--- config.mk ---
export PLATFORM = sky130hd
export DESIGN_NAME = frt_prep
export DESIGN_NICKNAME = d
export VERILOG_FILES = /design/src/rtl/frt_pkg.sv /design/src/rtl/frt_prep.sv
export SDC_FILE = /design/constraint.sdc
export NUM_CORES = 1
export LEC_CHECK = 0
export ABC_AREA = 1
export BUFFER_PORTS_ARGS = -buffer_cell sky130_fd_sc_hd__buf_2
export CAP_MARGIN = 10
export CORE_AREA = 3 3 197 199
export DETAILED_ROUTE_END_ITERATION = 12
export DIE_AREA = 0 0 200 202
export PLACE_DENSITY = 0.79
export SLEW_MARGIN = 20
export SYNTH_ARGS = -nofsm -noshare
export SYNTH_HDL_FRONTEND = slang
export SYNTH_SLANG_ARGS = --single-unit
--- constraint.sdc ---
create_clock -name clock -period 14.3 [get_ports clock]
set_clock_uncertainty 0.1 [all_clocks]
set_input_delay 0.715 -clock clock [delete_from_list [all_inputs] [get_ports clock]]
set_output_delay 0.715 -clock clock [all_outputs]
set_load 0.01 [all_outputs]
--- src/rtl/frt_pkg.sv ---
// shared constants, payload types and helper functions for the frame rotation block
`timescale 1ns / 1ps

package frt_pkg;

   localparam int COORD_BITS      = 32;
   localparam int ANGLE_BITS      = 16;
   localparam int ROTATION_STAGES = 16;

   // binary angle as a 32-bit fraction of a turn
   localparam int TURN_BITS  = 32;
   localparam int ATAN_COUNT = 32;
   localparam int CELL_COUNT = (ROTATION_STAGES < ATAN_COUNT) ? ROTATION_STAGES : ATAN_COUNT;
   localparam int STAGE_BITS = $clog2(ATAN_COUNT);

   localparam int GUARD_BITS = 60 - COORD_BITS;
   localparam int DIFF_BITS  = COORD_BITS + 2;
   localparam int VEC_BITS   = DIFF_BITS + GUARD_BITS + 2;
   localparam int SUM_BITS   = COORD_BITS + 6;
   localparam int MAG_BITS   = VEC_BITS - GUARD_BITS;

   // gain correction: 1/K in q30, magnitude split into two 32-bit halves for the multiply
   localparam int KINV_BITS = 30;
   localparam logic [KINV_BITS-1:0] KINV_Q30 = 30'd652032874;
   localparam int LO_BITS   = 32;
   localparam int HI_BITS   = VEC_BITS - LO_BITS;
   localparam int PLO_BITS  = LO_BITS + KINV_BITS;
   localparam int PHI_BITS  = HI_BITS + KINV_BITS;

   localparam logic OP_FORWARD = 1'b0;
   localparam logic OP_INVERSE = 1'b1;

   typedef struct packed {
      logic                          op;
      logic signed [COORD_BITS-1:0]  point_x;
      logic signed [COORD_BITS-1:0]  point_y;
      logic signed [COORD_BITS-1:0]  point_z;
      logic        [ANGLE_BITS-1:0]  point_heading;
      logic signed [COORD_BITS-1:0]  carrier_x;
      logic signed [COORD_BITS-1:0]  carrier_y;
      logic signed [COORD_BITS-1:0]  carrier_z;
      logic        [ANGLE_BITS-1:0]  carrier_heading;
   } req_type;

   typedef struct packed {
      logic signed [COORD_BITS-1:0]  result_x;
      logic signed [COORD_BITS-1:0]  result_y;
      logic signed [COORD_BITS-1:0]  result_z;
      logic        [ANGLE_BITS-1:0]  result_heading;
   } rsp_type;

   // vector and residual angle moving down the rotation chain
   typedef struct packed {
      logic signed [VEC_BITS-1:0]   x;
      logic signed [VEC_BITS-1:0]   y;
      logic signed [TURN_BITS-1:0]  z;
   } vec_type;

   // values that ride along the chain untouched
   typedef struct packed {
      logic                          inverse;
      logic signed [COORD_BITS-1:0]  carrier_x;
      logic signed [COORD_BITS-1:0]  carrier_y;
      logic signed [COORD_BITS-1:0]  result_z;
      logic        [ANGLE_BITS-1:0]  result_heading;
   } side_type;

   function automatic logic [TURN_BITS-1:0] atan_step(input logic [STAGE_BITS-1:0] idx);
      logic [TURN_BITS-1:0] a;
      case (idx)
         5'd0:    a = 32'h20000000;
         5'd1:    a = 32'h12E4051E;
         5'd2:    a = 32'h09FB385B;
         5'd3:    a = 32'h051111D4;
         5'd4:    a = 32'h028B0D43;
         5'd5:    a = 32'h0145D7E1;
         5'd6:    a = 32'h00A2F61E;
         5'd7:    a = 32'h00517C55;
         5'd8:    a = 32'h0028BE53;
         5'd9:    a = 32'h00145F2F;
         5'd10:   a = 32'h000A2F98;
         5'd11:   a = 32'h000517CC;
         5'd12:   a = 32'h00028BE6;
         5'd13:   a = 32'h000145F3;
         5'd14:   a = 32'h0000A2FA;
         5'd15:   a = 32'h0000517D;
         5'd16:   a = 32'h000028BE;
         5'd17:   a = 32'h0000145F;
         5'd18:   a = 32'h00000A30;
         5'd19:   a = 32'h00000518;
         5'd20:   a = 32'h0000028C;
         5'd21:   a = 32'h00000146;
         5'd22:   a = 32'h000000A3;
         5'd23:   a = 32'h00000051;
         5'd24:   a = 32'h00000029;
         5'd25:   a = 32'h00000014;
         5'd26:   a = 32'h0000000A;
         5'd27:   a = 32'h00000005;
         5'd28:   a = 32'h00000003;
         5'd29:   a = 32'h00000001;
         5'd30:   a = 32'h00000001;
         default: a = 32'h00000000;
      endcase
      return a;
   endfunction

   // clamp a wide signed value to the coordinate range
   function automatic logic signed [COORD_BITS-1:0] sat_coord(
      input logic signed [SUM_BITS-1:0] v
   );
      logic [SUM_BITS-COORD_BITS:0] top;
      logic signed [COORD_BITS-1:0] r;
      top = v[SUM_BITS-1:COORD_BITS-1];
      if ((&top) || !(|top)) begin
         r = v[COORD_BITS-1:0];
      end else if (v[SUM_BITS-1]) begin
         r = {1'b1, {(COORD_BITS-1){1'b0}}};
      end else begin
         r = {1'b0, {(COORD_BITS-1){1'b1}}};
      end
      return r;
   endfunction

endpackage

--- src/rtl/frt_prep.sv ---
// input stage: angle folding, carrier offset, z and heading arithmetic
`timescale 1ns / 1ps

module frt_prep (
   input  logic                clock,
   input  logic                reset,
   input  logic                req_valid,
   output logic                req_ready,
   input  frt_pkg::req_type    req_payload,
   output logic                out_valid,
   input  logic                out_ready,
   output frt_pkg::vec_type    out_vec,
   output frt_pkg::side_type   out_side
);

   logic                                    valid_ff, valid_in;
   frt_pkg::vec_type                        vec_ff, vec_in;
   frt_pkg::side_type                       side_ff, side_in;
   logic                                    enable;
   logic                                    inverse;
   logic [frt_pkg::TURN_BITS-1:0]           theta_fwd, theta_raw, theta;
   logic                                    fold;
   logic signed [frt_pkg::DIFF_BITS-1:0]    dx, dy, fx, fy;
   logic signed [frt_pkg::SUM_BITS-1:0]     z_sum;

   assign enable    = !valid_ff || out_ready;
   assign req_ready = enable;
   assign inverse   = req_payload.op == frt_pkg::OP_INVERSE;

   always_comb begin
      theta_fwd = {req_payload.carrier_heading,
                   {(frt_pkg::TURN_BITS-frt_pkg::ANGLE_BITS){1'b0}}};
      theta_raw = inverse ? (frt_pkg::TURN_BITS'(0) - theta_fwd) : theta_fwd;
      // second or third quadrant: turn the vector half a turn first
      fold  = theta_raw[frt_pkg::TURN_BITS-1] ^ theta_raw[frt_pkg::TURN_BITS-2];
      theta = fold ? {~theta_raw[frt_pkg::TURN_BITS-1], theta_raw[frt_pkg::TURN_BITS-2:0]}
                   : theta_raw;
      if (inverse) begin
         dx    = frt_pkg::DIFF_BITS'(req_payload.point_x) - frt_pkg::DIFF_BITS'(req_payload.carrier_x);
         dy    = frt_pkg::DIFF_BITS'(req_payload.point_y) - frt_pkg::DIFF_BITS'(req_payload.carrier_y);
         z_sum = frt_pkg::SUM_BITS'(req_payload.point_z) - frt_pkg::SUM_BITS'(req_payload.carrier_z);
      end else begin
         dx    = frt_pkg::DIFF_BITS'(req_payload.point_x);
         dy    = frt_pkg::DIFF_BITS'(req_payload.point_y);
         z_sum = frt_pkg::SUM_BITS'(req_payload.point_z) + frt_pkg::SUM_BITS'(req_payload.carrier_z);
      end
      fx = fold ? -dx : dx;
      fy = fold ? -dy : dy;

      vec_in.x = frt_pkg::VEC_BITS'(fx) <<< frt_pkg::GUARD_BITS;
      vec_in.y = frt_pkg::VEC_BITS'(fy) <<< frt_pkg::GUARD_BITS;
      vec_in.z = theta;

      side_in.inverse        = inverse;
      side_in.carrier_x      = req_payload.carrier_x;
      side_in.carrier_y      = req_payload.carrier_y;
      side_in.result_z       = frt_pkg::sat_coord(z_sum);
      side_in.result_heading = inverse ? (req_payload.point_heading - req_payload.carrier_heading)
                                       : (req_payload.point_heading + req_payload.carrier_heading);
      valid_in = req_valid;
   end

   always_ff @(posedge clock) begin
      if (reset) begin
         valid_ff <= 1'b0;
      end else if (enable) begin
         valid_ff <= valid_in;
      end
   end

   always_ff @(posedge clock) begin
      if (enable && req_valid) begin
         vec_ff  <= vec_in;
         side_ff <= side_in;
      end
   end

   assign out_valid = valid_ff;
   assign out_vec   = vec_ff;
   assign out_side  = side_ff;

`ifndef ASSERT_OFF
   // folded angle must sit in the first or fourth quadrant
   assert property (@(posedge clock) disable iff (reset)
      out_valid |-> (out_vec.z[frt_pkg::TURN_BITS-1] == out_vec.z[frt_pkg::TURN_BITS-2]))
      else $error("residual angle outside the convergence range");
`endif

endmodule

Word-level counts from Yosys, hierarchy flattened. Index checks and enable logic that the tools add are counted.

Register bits: 214. Output and inout port bits: 275.

Add/sub/neg operators: 9. Multiplexer cells: 10. Bitwise gates (word level): 2. Reductions and logical operators: 7.

Operators by type and width (count): two-way mux 34 bit (4); two-way mux 32 bit (4); subtractor 32 x 32 -> 33 bit (3); negation 34 bit (2); two-way mux 38 bit (1); adder 32 x 32 -> 33 bit (1); subtractor 1 x 32 -> 32 bit (first input constant) (1); adder 16 bit (1); two-way mux 16 bit (1); subtractor 16 bit (1); AND reduction 7 bit (1); OR reduction 7 bit (1); zero test 1 bit (2); logical OR 1 bit (2); logical AND 1 bit (1); NOT 1 bit (1); XOR 1 bit (1).

Logic depth before layout (Yosys ltp).
Word-level depth: 6. Gate-level depth with buffers: 29. Gate-level depth less buffers: 27.

Worst setup path before layout. No wires, ideal clock.

Path kind: in2reg. From: input port req_valid. To: register side_ff, in the netlist out_side[0], enable pin. Data arrival time: 10.215 ns. Required time: 13.381 ns. Slack: 3.166 ns. Cell stages on the path: 2. Path buffers: 0. Cells stage by stage: inv_1 -> a21oi_1.

Cells in the longest elaborated chain, start to end: 1.

RTL lines: start, declared (RTL line frt_prep.sv:7) `input logic req_valid,`; logical AND 1 bit (RTL line frt_prep.sv:72) `if (enable && req_valid) begin`; end signal, assigned (RTL line frt_prep.sv:74) `side_ff <= side_in;`; end, declared (RTL line frt_prep.sv:18) `frt_pkg::side_type side_ff, side_in;`.

Every way passes these cells. A chain may end at the register's enable or synchronous reset.

==> metrics.yaml <==
yosys.area.top_type: "edfxtp_1"
routed_via_density: 5.06
ys_async_sr_fraction_pct: 0
yosys_warnings: 0
p_per_area_mw_per_mm2: 93.9
endpoint_kind: "flip-flop"
ir_worst_vdd_mv: 0.0891
pwr-share-comb_pct: 38.9
finalCritPeriodShare_pct: 35.8
die_w_microns: 200
final_nets: 3647
tightest_slew_ns: 1.01
syn_to_final_growth_pct: 15.5
first_iter_violations: 1315
yosys.area.top_type_share_pct: 30.9
wl_microns: 60200
final_common_cell: "nand2_1"
core-area_sq_mm: 0.0374
placed_cell_area_sq_mm: 0.0215
cts_resized: 0
hold_path.class: "in2reg"
ys_types: 47
grt_pass1_wl_microns: 92800
cts.sinks: 198
antenna_found_initial: 7
synthFlopType: "edfxtp_1"
syn_avg_cell_area_sq_um: 6.63
die_height_microns: 202
finalHoldViolCount: 0
crit_type: "in2reg"
switchingPower_mw: 0.799
fp-row-count: 71
multi_input_area_sq_mm: 0.0108
dpl.hpwl_microns: 49500
clock_power_share_pct: 24.4
cp.required_ns: 14.35
cp.arrival_ns: 5.17
clkLatencyLatePin_ns: 0.46
critPathMaxFanout: 31
port-buffer-count: 431
numCtsBuffers: 17
power_mw: 2.08
p_int_mw: 1.28
synth_area_leaders: "edfxtp_1, nand2_1, inv_1"
regArea_sq_mm: 0.00594
vias: 19394
synth-edff-count: 197
start_util_pct: 51.2
route.detailed.drc: 0
synth-seq-cells: 198
hold_buffers: 0
grt_overflow: 0
root_buffer: "clkbuf_16"
setup-violations-final: 0
drive_gt1_share_pct: 16.3
stdcell_area_sq_mm: 0.0221
rsz0062_at_grt: "false"
die_area_sq_mm: 0.0404
ios: 504
maxCapViolCount: 0
cts_tree: "done"
clk_pin_slew_ns: 0.07
layout_common_cells: "nand2_1, inv_1, buf_2, nor2_1, nand3_1"
fmax_mhz: 195
cp-start-kind: "input pin"
slew_violations: 0
wire_per_inst_microns: 15.7
hold_slack_ns: 0.305
status: "finished clean"
grt_max_degree: 91
syn_area_sq_mm: 0.0191
track_usage_pct: 29.2
filler_cell_count: 3638
fin_crit_ns: 5.12
timing.setup.tns_ns: 0
pwr-share-seq_pct: 36.6
max_slew_margin_pct: 32.6
gp_congestion: 0.994
cts_setup_buffers: 0
grt_pass1_vias: 18223
cts.path.max_buffers: 2
h-tree-depth: 4
dr.pass1.iters: 8
p_leak_nw: 12.2
synthCells: 2889
sw_frac_of_total_pct: 38.4
drtAntennaViolNets: 0
ys_seq_area_share_pct: 31.0
## worst paths after layout
check	from	to	slack, ns	cells past startpoint
worst max-delay path	req_payload[17]	out_side[27]	9.18	23
worst min-delay path	reset	out_valid	0.30	2
worst max register to register	out_valid	out_vec[67]	11.58	3
worst min register to register	out_valid	out_valid	0.43	2
## Yosys cell counts, types with 31 or more instances
cell type,count
buf_4,78
nand2_1,1020
ha_1,115
nand3_1,206
a21oi_1,88
nand4_1,31
edfxtp_1,197
nor2_1,233
or2_2,37
xnor2_1,36
o21ai_0,69
xor2_1,98
inv_1,506
## worst max-delay path, cell delays in order
cell      delay [ns]
buf_2           0.09
inv_1           0.09
ha_1            0.17
nand2_1         0.06
nor2_1          0.12
nand2_1         0.10
nor3_2          0.25
nand4_1         0.24
nor2_1          0.15
nand3_1         0.17
nor2_1          0.18
nor2_1          0.08
a21oi_1         0.19
xor2_1          0.18
ha_1            0.30
a21oi_1         0.25
o21ai_0         0.17
a211oi_1        0.35
nand3_1         0.11
nand2_1         0.12
inv_1           0.07
nand2_1         0.74
o21ai_0         0.26
## power by group through the flow
stage,Sequential (mW),Combinational [mW],Clock [mW]
floorplan,0.820,0.512,0
global placement,0.774,0.790,0
detailed placement,0.775,0.796,0
CTS,0.762,0.800,0.516
global route,0.768,0.909,0.536
finish,0.761,0.809,0.507
## through the flow
stage | setup slack, ns | util [%] | std cells
6_report | 9.18 | 59.1 | 3832
5_1_grt | 8.60 | 59.1 | 3829
4_1_cts | 9.27 | 59.0 | 3822
3_5_place_dp | 8.81 | 57.5 | 3791
3_3_place_gp | 8.91 | 57.5 | 3791
2_1_floorplan | 3.17 | - | 2960
## area by class of cell
type                       count  share of cell area, %
antenna                       10                  0.113
timing repair buffer         438                   10.0
tap                          511                   2.89
multi-input combinational   2130                   48.7
inverter                     514                   8.73
sequential                   198                   26.8
clock buffer                  17                   1.92
clock inverter                14                  0.753
## registers in the layout, summed over array words and instances (netlist names)
signal / flops
out_vec: 84
out_side: 113
out_valid: 1
## cell families after synthesis
family | count (synthesis) | share of synthesized area [%]
AOI/OAI and AO/OA | 215 | 6.33
xor gates and xnor gates | 134 | 6.13
adders and majority gates | 119 | 7.93
buffers and inverters | 632 | 14.2
DFF | 198 | 31.0
other | 1 | 0.0196
and+or+nand+nor | 1590 | 34.4
## routing by layer
layer  part of all wire [%]  vias up  track usage [%]
li1                       -     9766                -
met1                     40     8728             35.6
met2                     47      765             49.7
met3                    8.7      135             6.18
met4                    4.3        0             12.4
met5                      0        -                0
Note: power is estimated with default switching activity, not from simulation.
